File: src/rtl/core/wrp_pkg.sv
`default_nettype none
// ============================================================================
// wrp_pkg
// Shared codes and controller/datapath bus types for the weighted picker.
// ============================================================================
package wrp_pkg;

    // Result status codes
    localparam logic [1:0] ST_PICKED    = 2'd0;
    localparam logic [1:0] ST_EXHAUSTED = 2'd1;
    localparam logic [1:0] ST_ABNORMAL  = 2'd2;
    localparam logic [1:0] ST_REINIT    = 2'd3;

    // Weight update modes
    localparam logic [1:0] MODE_BALANCED = 2'd0;
    localparam logic [1:0] MODE_RANDOM   = 2'd1;
    localparam logic [1:0] MODE_AVOID    = 2'd2;

    // Configuration register indexes
    localparam logic CFG_MODE  = 1'b0;
    localparam logic CFG_COUNT = 1'b1;

    // Controller -> datapath commands
    typedef struct packed {
        logic       capture;     // latch random word, clear total and divider
        logic       reinit;      // reload all weights with the init value
        logic       pass_start;  // start a table pass at entry 0
        logic       walk_init;   // clear running sum and hit flag, preset winner to last entry
        logic       ph_sum;      // pass data accumulates into total
        logic       ph_walk;     // pass data walks cumulative sums
        logic       ph_upd;      // pass data is rewritten (balanced update)
        logic       div_step;    // one restoring-division step
        logic       zero_win;    // clear winner's weight
        logic       out_load;    // load the result register
        logic       use_pick;    // result index is the winner, else zero
        logic [1:0] status;      // result status code
    } t_dp_cmd;

    // Datapath -> controller status
    typedef struct packed {
        logic pass_done;
        logic total_zero;
        logic div_last;
        logic out_free;
    } t_dp_sts;

endpackage
`default_nettype wire

File: src/rtl/core/wrp_dp.sv
`default_nettype none
// ============================================================================
// wrp_dp
// Datapath: weight memory, table pass engine, total/walk accumulators,
// bit-serial modulo unit and result register.
// ============================================================================
module wrp_dp #(
    parameter int MAX_MEMBERS = 64,
    parameter int WEIGHT_BITS = 16
) (
    input  wire logic             i_clk,
    input  wire logic             i_rst_n,
    input  wire wrp_pkg::t_dp_cmd i_ctl,
    output wrp_pkg::t_dp_sts      o_sts,
    input  wire logic [1:0]       i_mode,
    input  wire logic [6:0]       i_member_count,
    input  wire logic [31:0]      i_random_word,
    input  wire logic             i_out_stall,
    output logic                  o_out_valid,
    output logic [5:0]            o_member_index,
    output logic [1:0]            o_status
);

    localparam int IDX_W = $clog2(MAX_MEMBERS);
    localparam int CNT_W = $clog2(MAX_MEMBERS + 1);
    localparam int TOT_W = WEIGHT_BITS + CNT_W;
    localparam int CW    = (CNT_W > 7) ? CNT_W : 7;
    localparam int VW    = (CNT_W > WEIGHT_BITS) ? CNT_W : WEIGHT_BITS;
    localparam int PW    = (IDX_W > 6) ? IDX_W : 6;
    localparam logic [WEIGHT_BITS-1:0] WEIGHT_MAX = '1;

    // active entry count, clamped to 1..MAX_MEMBERS
    logic [CW-1:0]    mc_ext;
    logic [CNT_W-1:0] act_n;
    always_comb begin
        mc_ext = CW'(i_member_count);
        if (mc_ext == '0) begin
            act_n = CNT_W'(1);
        end else if (mc_ext > CW'(MAX_MEMBERS)) begin
            act_n = CNT_W'(MAX_MEMBERS);
        end else begin
            act_n = CNT_W'(mc_ext);
        end
    end

    // reinit weight: n/2+1 (saturated) in balanced mode, else 1
    logic [VW-1:0]          half_ext;
    logic [WEIGHT_BITS-1:0] init_w;
    always_comb begin
        half_ext = VW'(act_n >> 1) + VW'(1);
        if (i_mode == wrp_pkg::MODE_BALANCED) begin
            init_w = (half_ext > VW'(WEIGHT_MAX)) ? WEIGHT_MAX : WEIGHT_BITS'(half_ext);
        end else begin
            init_w = WEIGHT_BITS'(1);
        end
    end

    // storage
    logic [WEIGHT_BITS-1:0] r_mem [MAX_MEMBERS];
    logic [WEIGHT_BITS-1:0] r_mem_q;
    logic [MAX_MEMBERS-1:0] r_vld;
    logic [WEIGHT_BITS-1:0] r_default;
    logic                   r_rd_dflt;

    // pass engine
    logic [CNT_W-1:0] r_addr, n_addr;
    logic             r_issue, n_issue;
    logic             r_rd_vld;
    logic [IDX_W-1:0] r_rd_idx;
    logic [IDX_W-1:0] rd_addr;

    // arithmetic
    logic [TOT_W-1:0] r_acc, r_cum, r_rem;
    logic [TOT_W-1:0] cum_n, div_rem_n;
    logic [TOT_W:0]   rem_sh, total_ext;
    logic [31:0]      r_shift;
    logic [4:0]       r_div_cnt;
    logic             r_found;
    logic [IDX_W-1:0] r_pick;
    logic             walk_hit;

    logic [WEIGHT_BITS-1:0] rd_w;
    logic                   wr_en;
    logic [IDX_W-1:0]       wr_addr;
    logic [WEIGHT_BITS-1:0] wr_data;

    logic             r_out_valid;
    logic [5:0]       r_out_idx;
    logic [1:0]       r_out_st;
    logic [PW-1:0]    pick_ext;

    assign rd_addr = r_addr[IDX_W-1:0];
    // entries never written since the last reinit read as the default weight
    assign rd_w    = r_rd_dflt ? r_default : r_mem_q;
    assign cum_n   = r_cum + TOT_W'(rd_w);
    assign walk_hit = i_ctl.ph_walk && r_rd_vld && !r_found && (cum_n > r_rem);

    // restoring division step: remainder of random word by total
    assign rem_sh    = {r_rem, r_shift[31]};
    assign total_ext = {1'b0, r_acc};
    assign div_rem_n = (rem_sh >= total_ext) ? TOT_W'(rem_sh - total_ext) : TOT_W'(rem_sh);

    // write port: the balanced rewrite of an entry comes in the cycle after its read
    always_comb begin
        wr_en   = 1'b0;
        wr_addr = r_rd_idx;
        wr_data = '0;
        if (i_ctl.ph_upd && r_rd_vld) begin
            wr_en = 1'b1;
            if (r_rd_idx == r_pick) begin
                wr_data = WEIGHT_BITS'(1);
            end else if (rd_w == WEIGHT_MAX) begin
                wr_data = rd_w;
            end else begin
                wr_data = rd_w + WEIGHT_BITS'(1);
            end
        end else if (i_ctl.zero_win) begin
            wr_en   = 1'b1;
            wr_addr = r_pick;
        end
    end

    always_ff @(posedge i_clk) begin
        if (r_issue) begin
            r_mem_q   <= r_mem[rd_addr];
            r_rd_dflt <= !r_vld[rd_addr];
        end
        if (wr_en) begin
            r_mem[wr_addr] <= wr_data;
        end
    end

    always_ff @(posedge i_clk) begin
        if (!i_rst_n) begin
            r_vld     <= '0;
            r_default <= WEIGHT_BITS'(1);
        end else if (i_ctl.reinit) begin
            r_vld     <= '0;
            r_default <= init_w;
        end else if (wr_en) begin
            r_vld[wr_addr] <= 1'b1;
        end
    end

    // pass sequencing: issue reads 0..n-1, walk stops early on a hit
    always_comb begin
        n_issue = r_issue;
        n_addr  = r_addr;
        if (i_ctl.pass_start) begin
            n_issue = 1'b1;
            n_addr  = '0;
        end else if (r_issue) begin
            n_addr = r_addr + CNT_W'(1);
            if (r_addr == act_n - CNT_W'(1) || walk_hit) begin
                n_issue = 1'b0;
            end
        end
    end

    always_ff @(posedge i_clk) begin
        if (!i_rst_n) begin
            r_issue  <= 1'b0;
            r_rd_vld <= 1'b0;
            r_addr   <= '0;
            r_found  <= 1'b0;
        end else begin
            r_issue  <= n_issue;
            r_rd_vld <= r_issue;
            r_addr   <= n_addr;
            if (i_ctl.walk_init) begin
                r_found <= 1'b0;
            end else if (walk_hit) begin
                r_found <= 1'b1;
            end
        end
    end

    always_ff @(posedge i_clk) begin
        r_rd_idx <= rd_addr;
        if (i_ctl.capture) begin
            r_acc     <= '0;
            r_rem     <= '0;
            r_shift   <= i_random_word;
            r_div_cnt <= '0;
        end else begin
            if (i_ctl.ph_sum && r_rd_vld) begin
                r_acc <= r_acc + TOT_W'(rd_w);
            end
            if (i_ctl.div_step) begin
                r_rem     <= div_rem_n;
                r_shift   <= {r_shift[30:0], 1'b0};
                r_div_cnt <= r_div_cnt + 5'd1;
            end
        end
        if (i_ctl.walk_init) begin
            r_cum  <= '0;
            r_pick <= IDX_W'(act_n - CNT_W'(1));
        end else if (walk_hit) begin
            r_pick <= r_rd_idx;
        end else if (i_ctl.ph_walk && r_rd_vld && !r_found) begin
            r_cum <= cum_n;
        end
    end

    // result register
    assign pick_ext = PW'(r_pick);

    always_ff @(posedge i_clk) begin
        if (!i_rst_n) begin
            r_out_valid <= 1'b0;
        end else if (i_ctl.out_load) begin
            r_out_valid <= 1'b1;
        end else if (!i_out_stall) begin
            r_out_valid <= 1'b0;
        end
    end

    always_ff @(posedge i_clk) begin
        if (i_ctl.out_load) begin
            r_out_idx <= i_ctl.use_pick ? pick_ext[5:0] : 6'd0;
            r_out_st  <= i_ctl.status;
        end
    end

    assign o_out_valid    = r_out_valid;
    assign o_member_index = r_out_idx;
    assign o_status       = r_out_st;

    assign o_sts.pass_done  = !r_issue && !r_rd_vld;
    assign o_sts.total_zero = (r_acc == '0);
    assign o_sts.div_last   = (r_div_cnt == 5'd31);
    assign o_sts.out_free   = !r_out_valid || !i_out_stall;

endmodule
`default_nettype wire

File: src/rtl/core/wrp_ctrl.sv
`default_nettype none
// ============================================================================
// wrp_ctrl
// Sequencer: sum pass, modulo, cumulative walk, weight update, result.
// ============================================================================
module wrp_ctrl (
    input  wire logic             i_clk,
    input  wire logic             i_rst_n,
    input  wire logic             i_in_valid,
    input  wire logic             i_in_cmd,
    input  wire logic [1:0]       i_mode,
    input  wire wrp_pkg::t_dp_sts i_sts,
    output logic                  o_in_stall,
    output wrp_pkg::t_dp_cmd      o_ctl
);

    typedef enum logic [6:0] {
        S_IDLE = 7'b0000001,
        S_SUM  = 7'b0000010,
        S_DIV  = 7'b0000100,
        S_WALK = 7'b0001000,
        S_UPD  = 7'b0010000,
        S_ZERO = 7'b0100000,
        S_DONE = 7'b1000000
    } t_state;

    t_state     r_state, n_state;
    logic [1:0] r_st, n_st;
    logic       r_use_pick, n_use_pick;

    always_comb begin
        n_state    = r_state;
        n_st       = r_st;
        n_use_pick = r_use_pick;
        o_ctl      = '0;
        case (r_state)
            S_IDLE: begin
                if (i_in_valid) begin
                    o_ctl.capture = 1'b1;
                    if (i_in_cmd) begin
                        o_ctl.reinit = 1'b1;
                        n_st         = wrp_pkg::ST_REINIT;
                        n_use_pick   = 1'b0;
                        n_state      = S_DONE;
                    end else begin
                        o_ctl.pass_start = 1'b1;
                        n_state          = S_SUM;
                    end
                end
            end
            S_SUM: begin
                o_ctl.ph_sum = 1'b1;
                if (i_sts.pass_done) begin
                    if (i_sts.total_zero) begin
                        o_ctl.reinit = 1'b1;
                        n_st = (i_mode == wrp_pkg::MODE_AVOID) ? wrp_pkg::ST_EXHAUSTED
                                                               : wrp_pkg::ST_ABNORMAL;
                        n_use_pick = 1'b0;
                        n_state    = S_DONE;
                    end else begin
                        n_state = S_DIV;
                    end
                end
            end
            S_DIV: begin
                o_ctl.div_step = 1'b1;
                if (i_sts.div_last) begin
                    o_ctl.pass_start = 1'b1;
                    o_ctl.walk_init  = 1'b1;
                    n_state          = S_WALK;
                end
            end
            S_WALK: begin
                o_ctl.ph_walk = 1'b1;
                if (i_sts.pass_done) begin
                    n_st       = wrp_pkg::ST_PICKED;
                    n_use_pick = 1'b1;
                    if (i_mode == wrp_pkg::MODE_BALANCED) begin
                        o_ctl.pass_start = 1'b1;
                        n_state          = S_UPD;
                    end else if (i_mode == wrp_pkg::MODE_AVOID) begin
                        n_state = S_ZERO;
                    end else begin
                        n_state = S_DONE;
                    end
                end
            end
            S_UPD: begin
                o_ctl.ph_upd = 1'b1;
                if (i_sts.pass_done) begin
                    n_state = S_DONE;
                end
            end
            S_ZERO: begin
                o_ctl.zero_win = 1'b1;
                n_state        = S_DONE;
            end
            S_DONE: begin
                o_ctl.use_pick = r_use_pick;
                o_ctl.status   = r_st;
                if (i_sts.out_free) begin
                    o_ctl.out_load = 1'b1;
                    n_state        = S_IDLE;
                end
            end
            default: begin
                n_state = S_IDLE;
            end
        endcase
    end

    always_ff @(posedge i_clk) begin
        if (!i_rst_n) begin
            r_state    <= S_IDLE;
            r_st       <= wrp_pkg::ST_PICKED;
            r_use_pick <= 1'b0;
        end else begin
            r_state    <= n_state;
            r_st       <= n_st;
            r_use_pick <= n_use_pick;
        end
    end

    assign o_in_stall = (r_state != S_IDLE);

endmodule
`default_nettype wire

File: src/rtl/core/weighted_random_picker_core.sv
`default_nettype none
// ============================================================================
// weighted_random_picker_core
// Roulette-wheel weighted random selection over a weight table, with
// balanced / pure-random / avoid-repeat weight update after each draw.
// ============================================================================
//
//  Channel  | Direction | Handshake                 | Payload
//  ---------+-----------+---------------------------+--------------------------
//  in       | input     | i_in_valid / o_in_stall   | i_cmd, i_random_word
//  out      | output    | o_out_valid / i_out_stall | o_member_index, o_status
//  cfg      | input     | i_cfg_we (no wait)        | i_cfg_index, i_cfg_data
//
//  One transaction at a time. A balanced draw runs three passes over the
//  weight memory (sum, cumulative walk, rewrite), a 32-step serial modulo,
//  the result load and the idle state that takes the next transaction. The
//  walk ends early on a hit. Avoid-repeat and pure-random skip the rewrite
//  pass, avoid-repeat clearing the winner's weight instead; a zero total
//  ends after the sum pass, and a reinitialise goes straight to the result.
//  Reset is synchronous, active low; weights read as 1 right after reset
//  (per-entry valid bits, no clearing pass needed).
//  A stalled result holds in the output register; the next input transaction
//  is taken once that result is loaded.
//
module weighted_random_picker_core #(
    parameter int MAX_MEMBERS = 64,
    parameter int WEIGHT_BITS = 16
) (
    input  wire logic        i_clk,
    input  wire logic        i_rst_n,
    // input channel
    input  wire logic        i_in_valid,
    output logic             o_in_stall,
    input  wire logic        i_cmd,
    input  wire logic [31:0] i_random_word,
    // output channel
    output logic             o_out_valid,
    input  wire logic        i_out_stall,
    output logic [5:0]       o_member_index,
    output logic [1:0]       o_status,
    // configuration
    input  wire logic        i_cfg_we,
    input  wire logic        i_cfg_index,
    input  wire logic [6:0]  i_cfg_data
);

    // configuration registers; the user must write them only while idle, the block does not enforce it
    logic [1:0] r_mode_select;
    logic [6:0] r_member_count;

    always_ff @(posedge i_clk) begin
        if (!i_rst_n) begin
            r_mode_select  <= wrp_pkg::MODE_RANDOM;
            r_member_count <= 7'd64;
        end else if (i_cfg_we) begin
            case (i_cfg_index)
                wrp_pkg::CFG_MODE:  r_mode_select  <= i_cfg_data[1:0];
                wrp_pkg::CFG_COUNT: r_member_count <= i_cfg_data;
                default: begin
                end
            endcase
        end
    end

    wrp_pkg::t_dp_cmd ctl;
    wrp_pkg::t_dp_sts sts;

    // sequencer
    wrp_ctrl u_ctrl (
        .i_clk      (i_clk),
        .i_rst_n    (i_rst_n),
        .i_in_valid (i_in_valid),
        .i_in_cmd   (i_cmd),
        .i_mode     (r_mode_select),
        .i_sts      (sts),
        .o_in_stall (o_in_stall),
        .o_ctl      (ctl)
    );

    // weight memory, accumulators, modulo unit, result register
    wrp_dp #(
        .MAX_MEMBERS (MAX_MEMBERS),
        .WEIGHT_BITS (WEIGHT_BITS)
    ) u_dp (
        .i_clk          (i_clk),
        .i_rst_n        (i_rst_n),
        .i_ctl          (ctl),
        .o_sts          (sts),
        .i_mode         (r_mode_select),
        .i_member_count (r_member_count),
        .i_random_word  (i_random_word),
        .i_out_stall    (i_out_stall),
        .o_out_valid    (o_out_valid),
        .o_member_index (o_member_index),
        .o_status       (o_status)
    );

endmodule
`default_nettype wire

File: config.mk
export PLATFORM = sky130hd
export DESIGN_NAME = weighted_random_picker_core
export DESIGN_NICKNAME = d
export VERILOG_FILES = /design/src/rtl/core/wrp_pkg.sv /design/src/rtl/core/wrp_dp.sv /design/src/rtl/core/wrp_ctrl.sv /design/src/rtl/core/weighted_random_picker_core.sv
export SDC_FILE = /design/constraint.sdc
export NUM_CORES = 2
export LEC_CHECK = 0
export ABC_CLOCK_PERIOD_IN_PS = 7600
export BUFFER_PORTS_ARGS = -buffer_cell sky130_fd_sc_hd__buf_4
export CELL_PAD_IN_SITES_DETAIL_PLACEMENT = 1
export CELL_PAD_IN_SITES_GLOBAL_PLACEMENT = 2
export CORE_MARGIN = 8
export CORE_UTILIZATION = 44
export CTS_BUF_LIST = sky130_fd_sc_hd__clkbuf_16
export CTS_CLUSTER_DIAMETER = 60
export DETAILED_ROUTE_END_ITERATION = 16
export PLACE_DENSITY = 0.75
export SETUP_SLACK_MARGIN = 0.1
export SLEW_MARGIN = 10
export SYNTH_ARGS = -nofsm -noshare
export SYNTH_HDL_FRONTEND = slang
export SYNTH_HIERARCHICAL = 1
export SYNTH_SLANG_ARGS = --single-unit
export TNS_END_PERCENT = 20
File: constraint.sdc
create_clock -name i_clk -period 7.6 [get_ports i_clk]
set_clock_uncertainty 0.2 [all_clocks]
set_input_delay 0.76 -clock i_clk [delete_from_list [all_inputs] [get_ports i_clk]]
set_output_delay 0.76 -clock i_clk [all_outputs]
set_load 0.01 [all_outputs]
==> Yosys cells after proc, flatten, opt, wreduce, memory -nomap -nowiden <==
Memories as Yosys holds them, arrays and structs flattened. A register that Yosys moved wholly into a read port is not among the register bits.
Cells that the tools add are included.
{ "word_totals": {"latchBits": 0, "word_cells": 164, "input_bits": 46, "mem_count": 1, "out_inout_bits": 10, "reg_bits": 237, "rom_bits": 0, "mem_bits_rw": 1024} }
{ "classes": {"n_shift": 0, "addsub": 8, "n_lt_le_gt_ge": 7, "eq_ne": 22, "div": 0, "bitwise_logic": 4, "mul": 0, "n_mux": 71, "reduce_logical": 29} }
{ "mem_list": {"columns": ["memory", "words", "width", "read_ports", "rd_clocked_by_memory_dff", "wr", "line", "text"], "rows": [
  ["u_dp.r_mem", 64, 16, 1, 1, 1, "wrp_dp.sv:59", "logic [WEIGHT_BITS-1:0] r_mem [MAX_MEMBERS];"]
]} }
{ "op_table": {"columns": ["op", "count"], "rows": [
  ["16-bit two-way mux", 6],
  ["7-bit two-way mux", 12],
  ["32-bit two-way mux", 2],
  ["64-bit OR", 1],
  ["7-bit case mux with 7 select lines", 1],
  ["23-bit by 16-bit adder with 23-bit output", 2],
  ["1-bit two-way mux", 30],
  ["24-bit by 23-bit >= comparator with 1-bit output", 1],
  ["6-bit two-way mux", 4],
  ["23-bit > comparator", 1],
  ["23-bit zero test", 1],
  ["23-bit two-way mux", 1],
  ["23-bit subtractor", 1],
  ["16-bit by 1-bit adder with 16-bit output (second input constant)", 1],
  ["16-bit equality test (second input constant)", 1],
  ["16-bit > comparator (second input constant)", 1],
  ["2-bit != test (second input constant)", 8],
  ["6-bit by 7-bit less-than comparator with 1-bit output (second input constant)", 2],
  ["2-bit two-way mux", 7],
  ["6-bit AND reduction", 2],
  ["6-bit by 1-bit adder with 7-bit output (second input constant)", 1],
  ["7-bit by 1-bit adder with 7-bit output (second input constant)", 1],
  ["7-bit by 1-bit equality test with 1-bit output (second input constant)", 1],
  ["7-bit by 2-bit equality test with 1-bit output (second input constant)", 1],
  ["32 further kinds", 52]
]} }

==> Logic depth before layout (Yosys ltp) <==
{ "depth": {"depth_word": 9, "depth_mapped": 30, "depth_no_buf": 24} }

==> By module <==
Netlist, hierarchy kept.
{ "modules_own_cells": {"columns": ["mod", "seq_area_each_um2", "area_per_inst_um2", "n_inst", "cells_each"], "rows": [
  ["wrp_dp", 35884.4, 52112.5, 1, 2941],
  ["wrp_ctrl", 200.2, 872.1, 1, 102],
  ["weighted_random_picker_core", 180.2, 361.6, 1, 41]
]} }

==> Least setup slack after synthesis <==
Ideal clock, no wire load.
{ "synth_timing": {"path_kind": "register to register", "from": "register u_dp.r_rd_dflt", "to": "memory u_dp.r_mem[0][15], data pin", "slack_ns": 0.477, "setup_time_ns": 0.721, "required_time_ns": 6.679, "synth_period_minus_slack_ns": 7.123, "n_path_buf": 5, "stages_incl_launch_ff": 17, "arrival_ns": 6.202, "cell_sequence": "edfxtp_1 -> clkbuf_1 -> clkbuf_1 -> buf_1 -> buf_1 -> mux2_2 -> ha_1 -> nand3_1 -> nor3_1 -> and3_1 -> nand2b_1 -> clkbuf_1 -> and3_1 -> nand3_1 -> nor3_1 -> a31oi_1 -> a211oi_1"} }
{ "synth_between": {"elab_chain_cells": 5, "elab_cells_between_ends": 6, "classes_between": "1 x add/sub; 1 x eq/ne; 4 x mux"} }
{ "synth_lines": {"columns": ["element", "line", "text"], "rows": [
  ["start: declaration", "wrp_dp.sv:63", "logic r_rd_dflt;"],
  ["start signal: assignment", "wrp_dp.sv:126", "r_rd_dflt <= !r_vld[rd_addr];"],
  ["16-bit two-way mux (*)", "wrp_dp.sv:94", "assign rd_w = r_rd_dflt ? r_default : r_mem_q;"],
  ["16-bit by 1-bit adder with 16-bit output or 16-bit equality test (tied branches)", "wrp_dp.sv:115, wrp_dp.sv:112", null],
  ["16-bit two-way mux (*)", "wrp_dp.sv:112", "end else if (rd_w == WEIGHT_MAX) begin"],
  ["16-bit two-way mux (*)", "wrp_dp.sv:110", "if (r_rd_idx == r_pick) begin"],
  ["16-bit two-way mux (*)", "wrp_dp.sv:108", "if (i_ctl.ph_upd && r_rd_vld) begin"],
  ["named net u_dp.wr_data[15]", "wrp_dp.sv:85", "logic [WEIGHT_BITS-1:0] wr_data;"],
  ["end: declaration", "wrp_dp.sv:59", null]
]} }
Mark *: on every way through the listed nets, which the timed path passes. The rest lies on a longest branch.

==> Worst setup path in the final report <==
{ "layout_timing": {"from": "register u_dp.r_rd_dflt", "to": "register u_dp.r_cum[14]"} }
{ "layout_between": {"elab_chain_cells": 6} }
{ "layout_lines": {"columns": ["element", "line", "text"], "rows": [
  ["16-bit two-way mux (*)", "wrp_dp.sv:94", null],
  ["23-bit by 16-bit adder with 23-bit output (*)", "wrp_dp.sv:95", "assign cum_n = r_cum + TOT_W'(rd_w);"],
  ["named net u_dp.cum_n[14]", "wrp_dp.sv:74", "logic [TOT_W-1:0] cum_n, div_rem_n;"],
  ["23-bit > comparator", "wrp_dp.sv:96", "assign walk_hit = i_ctl.ph_walk && r_rd_vld && !r_found && (cum_n > r_rem);"],
  ["1-bit logical AND", "wrp_dp.sv:96", null],
  ["1-bit NOT (no line)", null, null],
  ["2-bit AND reduction (no line)", null, null],
  ["end signal: assignment", "wrp_dp.sv:201", "r_cum <= cum_n;"],
  ["end: declaration", "wrp_dp.sv:73", "logic [TOT_W-1:0] r_acc, r_cum, r_rem;"]
]} }
Marked as above.
A chain may end at the register's enable or synchronous reset.

==> metrics.yaml <==
start_util: 0.4441
endpoint_kind: "flop"
drtIter0Drc: 2976
netlist_top_cells_area: "edfxtp_1 61%, mux4_2 15%, dfxtp_1 6.8%"
rsz0062_at_grt: "no"
drc: 0
total_power_mw: 14.77
die_area_sq_mm: 0.1326
fin_setup_tns_ps: 0
final_net_count: 3359
tightest_slew_ps: 1150
dpl.cell_count: 4700
wl_per_cell_um: 28.44
gp_congestion: 0.8161
synth_xor_area_frac: 0.01527
worstSetupStartpoint: "u_dp/r_rd_dflt"
min_period_ps: 6943
grt_pass1_wl_mm: 208.5
fillCellCount: 11190
syn2layout_area_growth_pct: 13.77
multi_input_area_sq_mm: 0.01636
cts_max_level: 4
synth_fa_ha_area_frac: 0.01951
synth_warnings: 6
overflow: 0
clockRootBuffer: "clkbuf_16"
ant_nets: 0
hold_viol_final: 0
die_h_um: 364.2
die_x_um: 364.2
synth_top_family_by_area: "multiplexers"
synthCells: 3084
setup_viol: 0
run_status: "finished, final reports clean"
final_max_slew_viol_count: 0
synthSimpleGateAreaFrac: 0.05343
hold_depth: 3
synth_top_flop_cell: "edfxtp_1"
reg2reg_depth: 24
final_cells: 4958
synth_mux_area_frac: 0.1631
ys_async_sr_fraction: 0
crit_path_max_fanout: 16
r2r_slack_ps: 660
cts_max_path_buffers: 3
tritoncts: "built"
cp-start-kind: "flop"
cts_num_sinks: 1268
postCtsSetupBuffers: 0
syn-cell-area_sq_mm: 0.05335
seqCellArea_sq_mm: 0.03628
synth-edff-count: 1087
via_count: 29610
worstSetupPathType: "reg -> reg"
synthesis.nets: 3209
row_count: 127
totalWireLength_mm: 141.0
grt_max_degree: 138
grt_usage: 0.2114
cp.required_ps: 8040
synth_area_leader_cell: "edfxtp_1"
slew-limit-headroom: 0.2307
peakVddDrop_mv: 0.2223
worstHoldStart: "i_cfg_data[3]"
coreArea_sq_mm: 0.1201
cellPowerDensity_mw_per_mm2: 243.3
reg2reg_from: "u_dp/r_rd_dflt"
period_share: 0.9135
leakage_nw: 19.74
grt_pass1_vias: 31140
hold-path-endpoint: "r_member_count[3]"
worstSkewPairLatency_ps: 760
yosysTopAreaCellShare: 0.6119
synth_seq_area_share: 0.6798
viasPerCell: 5.972
drive_gt1_frac: 0.2471
synth-seq-cells: 1268
cts_made_buffers: 140
clkTransAtPathRegs_ps: 60
antenna_found_initial: 3
port_buffers: 55
dp_hpwl_mm: 85.56
synth_compound_area_frac: 0.05113
reg2reg_to: "u_dp/r_cum[14]"
arrival_ps: 7390
fmax_ghz: 0.1440
ioPinCount: 56
maxCapViolCount: 0
drt-pass1-iter-count: 5
hold_path.class: "in -> reg"
syn_avg_cell_area_sq_um: 17.30
synth.distinct_cells: 94
## sequential cells by signal (all words and copies together), names as in the netlist, 16 cells and up
signal        flops
u_dp/r_mem     1024
u_dp/r_vld       64
u_dp/r_shift     32
u_dp/r_acc       23
u_dp/r_cum       23
u_dp/r_rem       23
u_dp/r_mem_q     16
## cells in the mapped netlist (8+ instances only)
cell / n
xnor2_1: 58
or3_1: 11
ha_1: 76
nand2b_1: 18
mux2i_1: 19
o21ai_1: 14
edfxtp_1: 1087
mux4_2: 357
inv_1: 82
a21o_1: 16
clkbuf_1: 105
a211oi_1: 31
o21ai_0: 51
mux2_2: 42
nand4_1: 20
buf_1: 38
dfxtp_1: 181
and2_1: 22
a31oi_1: 11
nor3_1: 28
nor3b_1: 8
nand3_1: 30
nor2b_1: 35
xor2_1: 35
and3_1: 18
a21oi_1: 101
nand2_1: 138
o211ai_1: 9
nand3b_1: 8
o21a_1: 78
nor2_1: 207
## placed cells by master, fill, tap and decap left out, types with 19 or more instances in the layout
| cell | synthesis | layout |
|---|---|---|
| a211oi_1 | 31 | 30 |
| a21oi_1 | 101 | 100 |
| and2_1 | 22 | 22 |
| buf_4 | 2 | 155 |
| clkbuf_16 | 0 | 140 |
| clkinv_1 | 0 | 27 |
| dfxtp_1 | 181 | 177 |
| edfxtp_1 | 1087 | 1087 |
| ha_1 | 76 | 76 |
| inv_1 | 82 | 113 |
| mux2_2 | 42 | 42 |
| mux2i_1 | 19 | 19 |
| mux4_2 | 357 | 357 |
| nand2_1 | 138 | 138 |
| nand3_1 | 30 | 30 |
| nand4_1 | 20 | 20 |
| nor2_1 | 207 | 176 |
| nor2_2 | 0 | 22 |
| nor2b_1 | 35 | 34 |
| nor3_1 | 28 | 23 |
| o21a_1 | 78 | 78 |
| o21ai_0 | 51 | 51 |
| xnor2_1 | 58 | 58 |
| xor2_1 | 35 | 35 |
## logic make-up after synthesis
family | count (synthesis)
flip-flops | 1268
AND/OR/NAND/NOR | 584
multiplexers | 418
AO/OA/AOI/OAI | 401
buffers and inverters | 238
XOR/XNOR | 93
adder cells (fa/ha/maj) | 82
## metrics by stage
stage	cell area (sq um)	hold slack, ps	util	worst slack (ps)
2_1_floorplan	53350	129.0	-	477.5
3_3_place_gp	56200	236.1	0.4678	840.7
3_5_place_dp	56200	241.8	0.4678	608.5
4_1_cts	60650	12.20	0.5049	580.4
5_1_grt	60690	57.09	0.5052	253.4
6_report	60690	64.12	0.5052	657.3
## cell type report
class / instances / share of cell area
Antenna cell: 3 / 0.0001237
Clock buffer: 140 / 0.05772
Clock inverter: 111 / 0.01517
Inverter: 83 / 0.005133
Multi-Input combinational cell: 1578 / 0.2696
Sequential cell: 1268 / 0.5977
Tap cell: 1612 / 0.03323
Timing Repair Buffer: 163 / 0.02132
## layer usage
metal  routed length, um  global-route usage  vias up  share of wire
met4                2729             0.05165        0          0.019
met1               59410              0.2867    15800           0.42
met5                   0                   0        -              0
met2               70280              0.3572     1005           0.50
li1                    -                   -    12620              -
met3                8589             0.03592      189          0.061
## worst max-delay path, stage by stage (launching register included)
cell and delay (ps):
edfxtp_1 670, mux2_2 320, ha_1 190, inv_1 70
fa_1 440, nor2b_1 190, o31a_1 200, o221ai_1 180
a2111oi_0 420, a221o_1 230, o221ai_1 160, and3_1 270
o21ai_0 420, xor2_1 160, ha_1 340, and4_1 210
and3_1 180, nand3_1 110, nor3b_1 170, a21oi_1 160
nand3_1 450, buf_4 400, inv_1 350, nor3b_1 110
a211o_1 240
## where the power goes
group	total, mW	internal, mW	switching (mW)
Sequential	7.57	7.52	0.0540
Combinational	0.656	0.331	0.325
Clock	6.54	3.73	2.82
Total	14.8	11.6	3.20
## what timing repair did
action | in CTS | in global routing
gates resized for setup | 0 | 2
hold endpoints to repair | 3 | 0
endpoints found under the setup margin | 0 | 1
hold buffers | 3 | 0
## worst max path at each step
stage	slack [ps]	endpoint	cells after the start
2_1_floorplan	480	u_dp/r_mem[0][15]	16
5_1_grt	250	u_dp/r_cum[14]	24
3_3_place_gp	840	u_dp/r_cum[14]	23
4_1_cts	580	u_dp/r_cum[14]	23
6_report	660	u_dp/r_cum[14]	24
3_5_place_dp	610	u_dp/r_cum[14]	23
Note: power is estimated with default switching activity, not from simulation.
